$ cat src/hdl/tbgc_pkg.sv
// ----------------------------------------------------------------------------
// tbgc_pkg
// Types, codes and reset values shared by the gesture controller files.
// ----------------------------------------------------------------------------
package tbgc_pkg;

  localparam int unsigned PAGE_COUNT = 3;

  localparam int unsigned TIME_W  = 32;
  localparam int unsigned MS_W    = 16;
  localparam int unsigned LEVEL_W = 8;
  localparam int unsigned CFG_IDX_W  = 3;
  localparam int unsigned CFG_DATA_W = 16;

  typedef enum logic [1:0] {
    KIND_POLL    = 2'd0,
    KIND_PRESS   = 2'd1,
    KIND_RELEASE = 2'd2
  } kind_e;

  typedef enum logic [CFG_IDX_W-1:0] {
    CFG_EDGE_DEBOUNCE = 3'd0,
    CFG_LONG_PRESS    = 3'd1,
    CFG_ACTION_GAP    = 3'd2,
    CFG_LEVEL_ZERO    = 3'd3,
    CFG_LEVEL_ONE     = 3'd4,
    CFG_LEVEL_TWO     = 3'd5,
    CFG_LEVEL_THREE   = 3'd6
  } cfg_idx_e;

  localparam logic BTN_UPPER = 1'b0;
  localparam logic BTN_LOWER = 1'b1;

  localparam logic [MS_W-1:0]    EDGE_DEBOUNCE_RST = 16'd25;
  localparam logic [MS_W-1:0]    LONG_PRESS_RST    = 16'd850;
  localparam logic [MS_W-1:0]    ACTION_GAP_RST    = 16'd120;
  localparam logic [LEVEL_W-1:0] LEVEL_ZERO_RST    = 8'd40;
  localparam logic [LEVEL_W-1:0] LEVEL_ONE_RST     = 8'd96;
  localparam logic [LEVEL_W-1:0] LEVEL_TWO_RST     = 8'd160;
  localparam logic [LEVEL_W-1:0] LEVEL_THREE_RST   = 8'd255;
  localparam logic [1:0]         BRIGHT_RST        = 2'd3;

  typedef struct packed {
    logic [1:0]        kind;
    logic              button;
    logic [TIME_W-1:0] now_ms;
  } evt_t;

  typedef struct packed {
    logic [MS_W-1:0]              edge_debounce_ms;
    logic [MS_W-1:0]              long_press_ms;
    logic [MS_W-1:0]              action_gap_ms;
    logic [3:0][LEVEL_W-1:0]      levels;
  } cfg_t;

  typedef struct packed {
    logic [1:0]         page;
    logic [1:0]         brightness_index;
    logic [LEVEL_W-1:0] backlight_level;
    logic               short_press;
    logic               edge_ignored;
    logic               upper_long_held;
    logic               lower_long_held;
  } result_t;

endpackage

$ cat src/hdl/tbgc_if.sv
// ----------------------------------------------------------------------------
// tbgc_if
// Valid/ready channels: button events, results and register writes.
// ----------------------------------------------------------------------------
interface tbgc_event_if;
  import tbgc_pkg::*;
  logic              valid;
  logic              ready;
  logic [1:0]        kind;
  logic              button;
  logic [TIME_W-1:0] now_ms;
  modport source (output valid, kind, button, now_ms, input ready);
  modport sink   (input valid, kind, button, now_ms, output ready);
endinterface

interface tbgc_result_if;
  import tbgc_pkg::*;
  logic               valid;
  logic               ready;
  logic [1:0]         page;
  logic [1:0]         brightness_index;
  logic [LEVEL_W-1:0] backlight_level;
  logic               short_press;
  logic               edge_ignored;
  logic               upper_long_held;
  logic               lower_long_held;
  modport source (output valid, page, brightness_index, backlight_level, short_press,
                  edge_ignored, upper_long_held, lower_long_held, input ready);
  modport sink   (input valid, page, brightness_index, backlight_level, short_press,
                  edge_ignored, upper_long_held, lower_long_held, output ready);
endinterface

interface tbgc_cfg_if;
  import tbgc_pkg::*;
  logic                  valid;
  logic                  ready;
  logic [CFG_IDX_W-1:0]  index;
  logic [CFG_DATA_W-1:0] data;
  modport source (output valid, index, data, input ready);
  modport sink   (input valid, index, data, output ready);
endinterface

$ cat src/hdl/tbgc_cfg_regs.sv
// ----------------------------------------------------------------------------
// tbgc_cfg_regs
// Register file for timing thresholds and backlight levels.
// ----------------------------------------------------------------------------
module tbgc_cfg_regs (
  input  logic          clk_i,
  input  logic          rst_ni,
  tbgc_cfg_if.sink      cfg_i,
  output tbgc_pkg::cfg_t cfg_o
);
  import tbgc_pkg::*;

  cfg_t cfg_q, cfg_d;

  assign cfg_i.ready = 1'b1;

  always_comb begin
    cfg_d = cfg_q;
    if (cfg_i.valid) begin
      case (cfg_idx_e'(cfg_i.index))
        CFG_EDGE_DEBOUNCE: cfg_d.edge_debounce_ms = cfg_i.data;
        CFG_LONG_PRESS:    cfg_d.long_press_ms    = cfg_i.data;
        CFG_ACTION_GAP:    cfg_d.action_gap_ms    = cfg_i.data;
        CFG_LEVEL_ZERO:    cfg_d.levels[0]        = cfg_i.data[LEVEL_W-1:0];
        CFG_LEVEL_ONE:     cfg_d.levels[1]        = cfg_i.data[LEVEL_W-1:0];
        CFG_LEVEL_TWO:     cfg_d.levels[2]        = cfg_i.data[LEVEL_W-1:0];
        CFG_LEVEL_THREE:   cfg_d.levels[3]        = cfg_i.data[LEVEL_W-1:0];
        default: ;  // unmapped index: dropped
      endcase
    end
  end

  always_ff @(posedge clk_i or negedge rst_ni) begin
    if (!rst_ni) begin
      cfg_q.edge_debounce_ms <= EDGE_DEBOUNCE_RST;
      cfg_q.long_press_ms    <= LONG_PRESS_RST;
      cfg_q.action_gap_ms    <= ACTION_GAP_RST;
      cfg_q.levels[0]        <= LEVEL_ZERO_RST;
      cfg_q.levels[1]        <= LEVEL_ONE_RST;
      cfg_q.levels[2]        <= LEVEL_TWO_RST;
      cfg_q.levels[3]        <= LEVEL_THREE_RST;
    end else begin
      cfg_q <= cfg_d;
    end
  end

  assign cfg_o = cfg_q;

endmodule

$ cat src/hdl/tbgc_core.sv
// ----------------------------------------------------------------------------
// tbgc_core
// Per-button debounce, press timing and short-press actions; one event a cycle while en_i is high.
// ----------------------------------------------------------------------------
module tbgc_core (
  input  logic              clk_i,
  input  logic              rst_ni,
  input  logic              en_i,
  input  tbgc_pkg::evt_t    evt_i,
  input  tbgc_pkg::cfg_t    cfg_i,
  output tbgc_pkg::result_t result_o
);
  import tbgc_pkg::*;

  logic [TIME_W-1:0] last_edge_q [2], last_edge_d [2];
  logic [TIME_W-1:0] start_q     [2], start_d     [2];
  logic [TIME_W-1:0] last_act_q  [2], last_act_d  [2];
  logic [1:0]        held_q, held_d;
  logic [1:0]        long_q, long_d;
  logic [1:0]        page_q, page_d;
  logic [1:0]        bright_q, bright_d;

  logic [1:0]        short_hit;
  logic [1:0]        ignored_hit;
  logic              is_edge;
  logic [TIME_W-1:0] lp_ext, deb_ext, gap_ext;
  logic [1:0]        page_inc;

  assign is_edge = (evt_i.kind == KIND_PRESS) || (evt_i.kind == KIND_RELEASE);
  assign lp_ext  = {{(TIME_W-MS_W){1'b0}}, cfg_i.long_press_ms};
  assign deb_ext = {{(TIME_W-MS_W){1'b0}}, cfg_i.edge_debounce_ms};
  assign gap_ext = {{(TIME_W-MS_W){1'b0}}, cfg_i.action_gap_ms};

  always_comb begin
    logic              hit, bounce, acc, press, rel;
    logic [TIME_W-1:0] since_edge, since_start, since_act, since_new_start;
    logic              long_tmp;
    for (int i = 0; i < 2; i++) begin
      hit         = is_edge && (evt_i.button == 1'(i));
      since_edge  = evt_i.now_ms - last_edge_q[i];
      since_start = evt_i.now_ms - start_q[i];
      since_act   = evt_i.now_ms - last_act_q[i];
      bounce      = since_edge < deb_ext;
      acc         = hit && !bounce;
      press       = acc && (evt_i.kind == KIND_PRESS);
      rel         = acc && (evt_i.kind == KIND_RELEASE);

      ignored_hit[i] = hit && bounce;
      short_hit[i]   = rel && held_q[i] && !long_q[i] &&
                       (since_start < lp_ext) && (since_act >= gap_ext);

      last_edge_d[i] = acc ? evt_i.now_ms : last_edge_q[i];
      start_d[i]     = press ? evt_i.now_ms : start_q[i];
      last_act_d[i]  = short_hit[i] ? evt_i.now_ms : last_act_q[i];
      held_d[i]      = press ? 1'b1 : (rel ? 1'b0 : held_q[i]);

      // long check runs on the post-edge state of every button
      long_tmp        = (press || rel) ? 1'b0 : long_q[i];
      since_new_start = evt_i.now_ms - start_d[i];
      long_d[i]       = long_tmp || (held_d[i] && (since_new_start >= lp_ext));
    end
  end

  assign page_inc = page_q + 2'd1;

  always_comb begin
    page_d   = page_q;
    bright_d = bright_q;
    if (short_hit[BTN_UPPER]) begin
      page_d = (32'(page_inc) == PAGE_COUNT) ? 2'd0 : page_inc;
    end
    if (short_hit[BTN_LOWER]) begin
      bright_d = bright_q - 2'd1;  // 0 wraps to 3
    end
  end

  always_ff @(posedge clk_i or negedge rst_ni) begin
    if (!rst_ni) begin
      for (int i = 0; i < 2; i++) begin
        last_edge_q[i] <= '0;
        start_q[i]     <= '0;
        last_act_q[i]  <= '0;
      end
      held_q   <= '0;
      long_q   <= '0;
      page_q   <= '0;
      bright_q <= BRIGHT_RST;
    end else if (en_i) begin
      for (int i = 0; i < 2; i++) begin
        last_edge_q[i] <= last_edge_d[i];
        start_q[i]     <= start_d[i];
        last_act_q[i]  <= last_act_d[i];
      end
      held_q   <= held_d;
      long_q   <= long_d;
      page_q   <= page_d;
      bright_q <= bright_d;
    end
  end

  always_comb begin
    result_o.page             = page_d;
    result_o.brightness_index = bright_d;
    result_o.backlight_level  = cfg_i.levels[bright_d];
    result_o.short_press      = |short_hit;
    result_o.edge_ignored     = |ignored_hit;
    result_o.upper_long_held  = long_d[BTN_UPPER];
    result_o.lower_long_held  = long_d[BTN_LOWER];
  end

endmodule

$ cat src/hdl/tbgc_out_reg.sv
// ----------------------------------------------------------------------------
// tbgc_out_reg
// Result register driving the output channel.
// ----------------------------------------------------------------------------
module tbgc_out_reg (
  input  logic              clk_i,
  input  logic              rst_ni,
  input  logic              load_i,
  input  tbgc_pkg::result_t result_i,
  output logic              free_o,
  tbgc_result_if.source     res_o
);
  import tbgc_pkg::*;

  logic    valid_q, valid_d;
  result_t data_q;

  assign free_o  = !valid_q || res_o.ready;
  assign valid_d = load_i ? 1'b1 : (res_o.ready ? 1'b0 : valid_q);

  always_ff @(posedge clk_i or negedge rst_ni) begin
    if (!rst_ni) begin
      valid_q <= 1'b0;
    end else begin
      valid_q <= valid_d;
    end
  end

  always_ff @(posedge clk_i) begin
    if (load_i) begin
      data_q <= result_i;
    end
  end

  assign res_o.valid            = valid_q;
  assign res_o.page             = data_q.page;
  assign res_o.brightness_index = data_q.brightness_index;
  assign res_o.backlight_level  = data_q.backlight_level;
  assign res_o.short_press      = data_q.short_press;
  assign res_o.edge_ignored     = data_q.edge_ignored;
  assign res_o.upper_long_held  = data_q.upper_long_held;
  assign res_o.lower_long_held  = data_q.lower_long_held;

endmodule

$ cat src/hdl/two_button_gesture_controller_top.sv
// ----------------------------------------------------------------------------
// two_button_gesture_controller_top
// Debounced page/brightness control from two buttons with long-press lockout.
// ----------------------------------------------------------------------------
// Takes one beat per cycle on evt_i (press edge, release edge or time poll,
// stamped in ms) while res_o is not stalled and returns exactly one result
// beat per event on res_o, in order, via the input and result registers.
// The per-button state (edge, press and action times, held/long marks, page,
// brightness) is updated from the registered event as its result is loaded,
// so each event sees the state left by the one before. Register writes on
// cfg_i are always taken; write only while no event is in flight. No
// clearing pass after reset: all state is in flip-flops.
module two_button_gesture_controller_top (
  input  logic          clk_i,
  input  logic          rst_ni,
  tbgc_event_if.sink    evt_i,
  tbgc_cfg_if.sink      cfg_i,
  tbgc_result_if.source res_o
);
  import tbgc_pkg::*;

  // input register
  logic    in_valid_q;
  evt_t    evt_q;

  cfg_t    cfg;
  result_t result;
  logic    out_free;
  logic    step;

  // an event moves on when the result register can take it
  assign step        = in_valid_q && out_free;
  assign evt_i.ready = !in_valid_q || out_free;

  always_ff @(posedge clk_i or negedge rst_ni) begin
    if (!rst_ni) begin
      in_valid_q <= 1'b0;
    end else if (evt_i.ready) begin
      in_valid_q <= evt_i.valid;
    end
  end

  // payload: no reset needed
  always_ff @(posedge clk_i) begin
    if (evt_i.valid && evt_i.ready) begin
      evt_q.kind   <= evt_i.kind;
      evt_q.button <= evt_i.button;
      evt_q.now_ms <= evt_i.now_ms;
    end
  end

  tbgc_cfg_regs u_cfg_regs (
    .clk_i  (clk_i),
    .rst_ni (rst_ni),
    .cfg_i  (cfg_i),
    .cfg_o  (cfg)
  );

  // state update and result in one pass
  tbgc_core u_core (
    .clk_i    (clk_i),
    .rst_ni   (rst_ni),
    .en_i     (step),
    .evt_i    (evt_q),
    .cfg_i    (cfg),
    .result_o (result)
  );

  tbgc_out_reg u_out_reg (
    .clk_i    (clk_i),
    .rst_ni   (rst_ni),
    .load_i   (step),
    .result_i (result),
    .free_o   (out_free),
    .res_o    (res_o)
  );

endmodule

$ cat src/flat_wrapper.sv
// flat-port wrapper written by rule: the top's interface ports become plain ports
module two_button_gesture_controller_top_flat import tbgc_pkg::*;
  (clk_i, rst_ni, evt_i_valid, evt_i_kind, evt_i_button, evt_i_now_ms, evt_i_ready, cfg_i_valid, cfg_i_index, cfg_i_data, cfg_i_ready, res_o_valid, res_o_page, res_o_brightness_index, res_o_backlight_level, res_o_short_press, res_o_edge_ignored, res_o_upper_long_held, res_o_lower_long_held, res_o_ready);
  tbgc_event_if evt_i_i ();
  tbgc_cfg_if cfg_i_i ();
  tbgc_result_if res_o_i ();
  input  logic clk_i;
  input  logic rst_ni;
  input wire logic [$bits(evt_i_i.valid)-1:0] evt_i_valid;
  input wire logic [$bits(evt_i_i.kind)-1:0] evt_i_kind;
  input wire logic [$bits(evt_i_i.button)-1:0] evt_i_button;
  input wire logic [$bits(evt_i_i.now_ms)-1:0] evt_i_now_ms;
  output wire logic [$bits(evt_i_i.ready)-1:0] evt_i_ready;
  input wire logic [$bits(cfg_i_i.valid)-1:0] cfg_i_valid;
  input wire logic [$bits(cfg_i_i.index)-1:0] cfg_i_index;
  input wire logic [$bits(cfg_i_i.data)-1:0] cfg_i_data;
  output wire logic [$bits(cfg_i_i.ready)-1:0] cfg_i_ready;
  output wire logic [$bits(res_o_i.valid)-1:0] res_o_valid;
  output wire logic [$bits(res_o_i.page)-1:0] res_o_page;
  output wire logic [$bits(res_o_i.brightness_index)-1:0] res_o_brightness_index;
  output wire logic [$bits(res_o_i.backlight_level)-1:0] res_o_backlight_level;
  output wire logic [$bits(res_o_i.short_press)-1:0] res_o_short_press;
  output wire logic [$bits(res_o_i.edge_ignored)-1:0] res_o_edge_ignored;
  output wire logic [$bits(res_o_i.upper_long_held)-1:0] res_o_upper_long_held;
  output wire logic [$bits(res_o_i.lower_long_held)-1:0] res_o_lower_long_held;
  input wire logic [$bits(res_o_i.ready)-1:0] res_o_ready;
  assign evt_i_i.valid = evt_i_valid;
  assign evt_i_i.kind = evt_i_kind;
  assign evt_i_i.button = evt_i_button;
  assign evt_i_i.now_ms = evt_i_now_ms;
  assign evt_i_ready = evt_i_i.ready;
  assign cfg_i_i.valid = cfg_i_valid;
  assign cfg_i_i.index = cfg_i_index;
  assign cfg_i_i.data = cfg_i_data;
  assign cfg_i_ready = cfg_i_i.ready;
  assign res_o_valid = res_o_i.valid;
  assign res_o_page = res_o_i.page;
  assign res_o_brightness_index = res_o_i.brightness_index;
  assign res_o_backlight_level = res_o_i.backlight_level;
  assign res_o_short_press = res_o_i.short_press;
  assign res_o_edge_ignored = res_o_i.edge_ignored;
  assign res_o_upper_long_held = res_o_i.upper_long_held;
  assign res_o_lower_long_held = res_o_i.lower_long_held;
  assign res_o_i.ready = res_o_ready;
  two_button_gesture_controller_top u_core (.clk_i(clk_i), .rst_ni(rst_ni), .evt_i(evt_i_i), .cfg_i(cfg_i_i), .res_o(res_o_i));
endmodule
$ cat config.mk
export PLATFORM = sky130hd
export DESIGN_NAME = two_button_gesture_controller_top_flat
export DESIGN_NICKNAME = d
export VERILOG_FILES = /design/src/hdl/tbgc_pkg.sv /design/src/hdl/tbgc_if.sv /design/src/hdl/tbgc_cfg_regs.sv /design/src/hdl/tbgc_core.sv /design/src/hdl/tbgc_out_reg.sv /design/src/hdl/two_button_gesture_controller_top.sv /design/src/flat_wrapper.sv
export SDC_FILE = /design/constraint.sdc
export NUM_CORES = 1
export LEC_CHECK = 0
export BUFFER_PORTS_ARGS = -buffer_cell sky130_fd_sc_hd__buf_2
export CORE_MARGIN = 2
export CORE_UTILIZATION = 50
export DETAILED_ROUTE_END_ITERATION = 10
export MAX_ROUTING_LAYER = met4
export PLACE_DENSITY = 0.66
export SLEW_MARGIN = 0
export SYNTH_ARGS = -nofsm -noshare
export SYNTH_HDL_FRONTEND = slang
export SYNTH_SLANG_ARGS = --single-unit
$ cat constraint.sdc
create_clock -name clk_i -period 20 [get_ports clk_i]
set_input_delay 4 -clock clk_i [delete_from_list [all_inputs] [get_ports clk_i]]
set_output_delay 4 -clock clk_i [all_outputs]
set_load 0.01 [all_outputs]
==> run metrics <==
final setup vio count 0; min Tclk post-route ~12 ns; DRC Markers 0; row cnt 91; largest net degree at the start of global routing 93; Fill cells 5794; Worst path slowest cell edfxtp_1; Detailed Route WL 90.36 mm; clk root buf clkbuf_16; Max Fclk between 80 and 90 MHz; number of distinct library cells after synthesis about 110; Tcrit/Tclk final 58.46%; CTS HTree Levels 2; Worst setup endpoint u_core.u_out_reg.res_o.lower_long_held$_DFFE_PP_; P per Cell Area approximately 110 mW/mm2; Placer Congestion between 0.9 and 1; Max Slew Vio Count 0; DRT Pass-1 Iters 7; total global-route track usage 28.97%; critical path's most frequent cell o21ai_0; # Post-CTS Setup Buffers 0; CP Launch Point u_core.evt_q[1]$_DFFE_PP_; Seq/Total Area, Yosys 27.83%; fin nets 4129; Synth Instances about 3600; drt wl/cell 20.00 um; Syn Nets 4081; Worst-Margin Slew between 1 and 1.5 ns; static leakage 15.19 nW; RSZ-0062 raised after global routing no; CTS buffer count 42; Die Y 252.9 um; post-DP HPWL 67.74 mm; first-pass GRT wire length 141.8 mm; crit path DAT 12.00 ns; relative slew slack 28.00%; Clock transition at path regs roughly 0.060 ns; Die ar. 0.06398 mm2; Initial Util about half; Clock Tree Buf Depth 3; Initial DRC Count 1773; setup tns final 0 ns; Final ANT Viol Nets 0; global route overflow 0; Layout area overhead 8.294%; Final Skew 0.02402 ns; Core Util, Final between 50 and 60%; CP endpoint kind flip-flop; Async SR Flop Fraction between 80% and 90%; Boundary Pins 78; worst vdd ir 0.08055 mV; later-pin clock latency in the skew report 0.59 ns; Hold Path Class flip-flop to flip-flop; PostCTS Resize Cnt 0; vias in the first global route around 26000; Syn Area/Cell approximately 8.5 um2; Req. time, crit path 20.31 ns; Post-synth EDFFs ~50; FF-to-FF Start u_core.evt_q[1]$_DFFE_PP_; core area 0.06148 mm2; Max FO, Critical Path 47; DR vias 27050; Crit Path Class flip-flop to flip-flop; vias per inst roughly 6.0; R2R Setup Slk 8.31 ns; Worst R2R End u_core.u_out_reg.res_o.lower_long_held$_DFFE_PP_; Max-cap violations 0; TritonCTS clock tree yes; synthesized flop and latch total between 300 and 400; ys flop type dfrtp_1; initial antenna violation count 3; Synth Cell Area 0.03098 mm2; Worst path max stage delay 0.82 ns; hold buffers post-CTS 0; Sink Count about 330; Die Wd 252.9 um; CP startpoint kind flip-flop; layout cells sized above 1 11.86%; R2R cell count 46; final hold vios 0; I/O Buffers 76; status completed; Synthesis Warnings 0
[power breakdown]
group	internal [mW]	switching, mW	leakage (nW)	total, mW
registers	0.826	0.0682	3.99	0.894
logic	0.839	1.21	10.5	2.05
clock network	0.435	0.314	0.661	0.749
[flip-flops by register name, indices dropped and copies added (netlist names)]
register and cells:
u_core.u_out_reg.res_o.backlight_level 8, u_core.u_core.page_q 2, u_core.u_out_reg.res_o.valid 1, u_core.u_core.long_q 2, u_core.u_core.last_edge_q 64, u_core.u_out_reg.res_o.lower_long_held 1, u_core.u_out_reg.res_o.short_press 1, u_core.u_out_reg.res_o.brightness_index 2
u_core.u_core.last_act_q 64, u_core.u_out_reg.res_o.page 2, u_core.u_out_reg.res_o.edge_ignored 1, u_core.u_core.held_q 2, u_core.u_out_reg.res_o.upper_long_held 1, u_core.evt_q 35, u_core.u_core.bright_q 2, u_core.u_cfg_regs.cfg_o 80
u_core.u_core.start_q 64, u_core.in_valid_q 1
[worst min-delay path by stage]
stage / start / endpoint / slack (ns) / cells after the start
after floorplan: u_core.u_core.last_edge_q[39]$_DFFE_PN0P_ / u_core.u_core.last_edge_q[39]$_DFFE_PN0P_ / 0.45 / 2
after global placement: u_core.u_core.start_q[33]$_DFFE_PN0P_ / u_core.u_core.start_q[33]$_DFFE_PN0P_ / 0.46 / 2
after detailed placement: u_core.u_core.start_q[33]$_DFFE_PN0P_ / u_core.u_core.start_q[33]$_DFFE_PN0P_ / 0.47 / 2
after CTS: u_core.u_core.start_q[33]$_DFFE_PN0P_ / u_core.u_core.start_q[33]$_DFFE_PN0P_ / 0.49 / 2
after global routing: u_core.u_core.start_q[55]$_DFFE_PN0P_ / u_core.u_core.start_q[55]$_DFFE_PN0P_ / 0.51 / 1
final: u_core.u_core.start_q[33]$_DFFE_PN0P_ / u_core.u_core.start_q[33]$_DFFE_PN0P_ / 0.48 / 2
[cells in the final DEF, fill, tap and decap left out, types with 12 or more instances in the layout]
| master | instances |
|---|---|
| nand3b_1 | 14 |
| xnor2_1 | 100 |
| o21a_1 | 57 |
| inv_1 | 329 |
| nand4_1 | 45 |
| a211oi_1 | 31 |
| clkbuf_16 | 43 |
| nor3_1 | 72 |
| a21boi_0 | 20 |
| o21ai_1 | 17 |
| nor4_1 | 21 |
| buf_2 | 75 |
| buf_4 | 46 |
| nand2b_1 | 57 |
| nor2_1 | 259 |
| mux2_4 | 25 |
| edfxtp_1 | 51 |
| a31oi_1 | 25 |
| and3_1 | 34 |
| nand3_1 | 62 |
| ha_1 | 368 |
| o31ai_1 | 14 |
| dfstp_2 | 28 |
| o21ai_0 | 301 |
| mux2i_1 | 59 |
| nor2b_1 | 39 |
| dfrtp_1 | 254 |
| o21bai_1 | 38 |
| o211ai_1 | 31 |
| xor2_1 | 50 |
| a21o_1 | 116 |
| a21oi_1 | 274 |
| nand2_1 | 320 |
| mux2_2 | 131 |
| nor4b_1 | 12 |
| or3_1 | 19 |
[critical path, delay by kind of cell (launching register included)]
family	cells	cell delay, ns
AO/OA/AOI/OAI	19	3.85
XOR/XNOR	2	0.32
flip-flops	1	0.82
buffers and inverters	2	1.00
adder cells (fa/ha/maj)	6	2.01
AND/OR/NAND/NOR	17	3.39
[cells by family after synthesis]
| kind of cell | after synthesis | share of synthesized area, % |
|---|---|---|
| muxes | 215 | 7.878 |
| xor gates and xnor gates | 150 | 4.240 |
| other | 1 | 0.01210 |
| and+or+nand+nor | 1039 | 16.56 |
| DFF | 333 | 27.83 |
| adders and majority gates | 379 | 15.47 |
| buffers and inverters | 449 | 5.653 |
| AOI/OAI and AO/OA | 1080 | 22.35 |
[per-stage QoR]
stage | total power [mW] | std cells | worst slack (ns) | hold WS (ns) | cell area (um2)
after detailed placement | 2.914 | 4440 | 8.481 | 0.4714 | 32220
after floorplan | 2.437 | 3646 | 9.886 | 0.4498 | 30980
after global placement | 2.901 | 4440 | 8.667 | 0.4633 | 32220
after global routing | 3.988 | 4519 | 7.139 | 0.5093 | 33550
final | 3.692 | 4519 | 8.307 | 0.4824 | 33550
after CTS | 3.683 | 4517 | 8.399 | 0.4852 | 33550
[metal layers]
layer / wire [um] / global-route usage, % / up-vias
met5: 0 / - / -
met4: 4330 / 12.19 / 0
met3: 4176 / 3.218 / 191
met2: 42470 / 48.17 / 677
met1: 39390 / 35.82 / 12880
li1: - / - / 13310
[Yosys cell counts, drive strengths merged, types with 15 or more instances]
library cell	count	area (um2)
or3	19	118.9
dfrtp	254	6356
nor4	27	215.2
mux2	156	1851
a31oi	25	156.4
nor2	259	972.2
a21o	116	870.8
nand2b	58	370.3
nor4b	16	165.2
nand2	322	1211
a21oi	278	1406
xnor2	100	875.8
o211ai	32	245.2
ha	368	4604
buf	29	173.9
mux2i	59	590.6
and2	15	96.34
and3	34	212.7
nor3	75	385.4
dfstp	28	735.7
a211oi	38	327.8
o21bai	38	285.3
inv	329	1235
o21ai	318	1592
nand4	47	306.5
clkbuf	89	335.3
xor2	50	437.9
o21a	57	427.9
nand3	62	310.3
a21boi	24	180.2
edfxtp	51	1531
nor2b	39	244.0
[layout make-up]
cell class | count | area (um2) | area share, %
tap | 790 | 988.4 | 2.946
inverter | 331 | 1242 | 3.703
multi-input combinational | 2864 | 20630 | 61.48
antenna | 2 | 5.005 | 0.01492
clock inverter | 22 | 167.7 | 0.4997
clock buffer | 55 | 1161 | 3.460
sequential | 333 | 8623 | 25.70
timing repair buffer | 122 | 735.7 | 2.193
No activity file was read; power rests on OpenSTA's default activity.
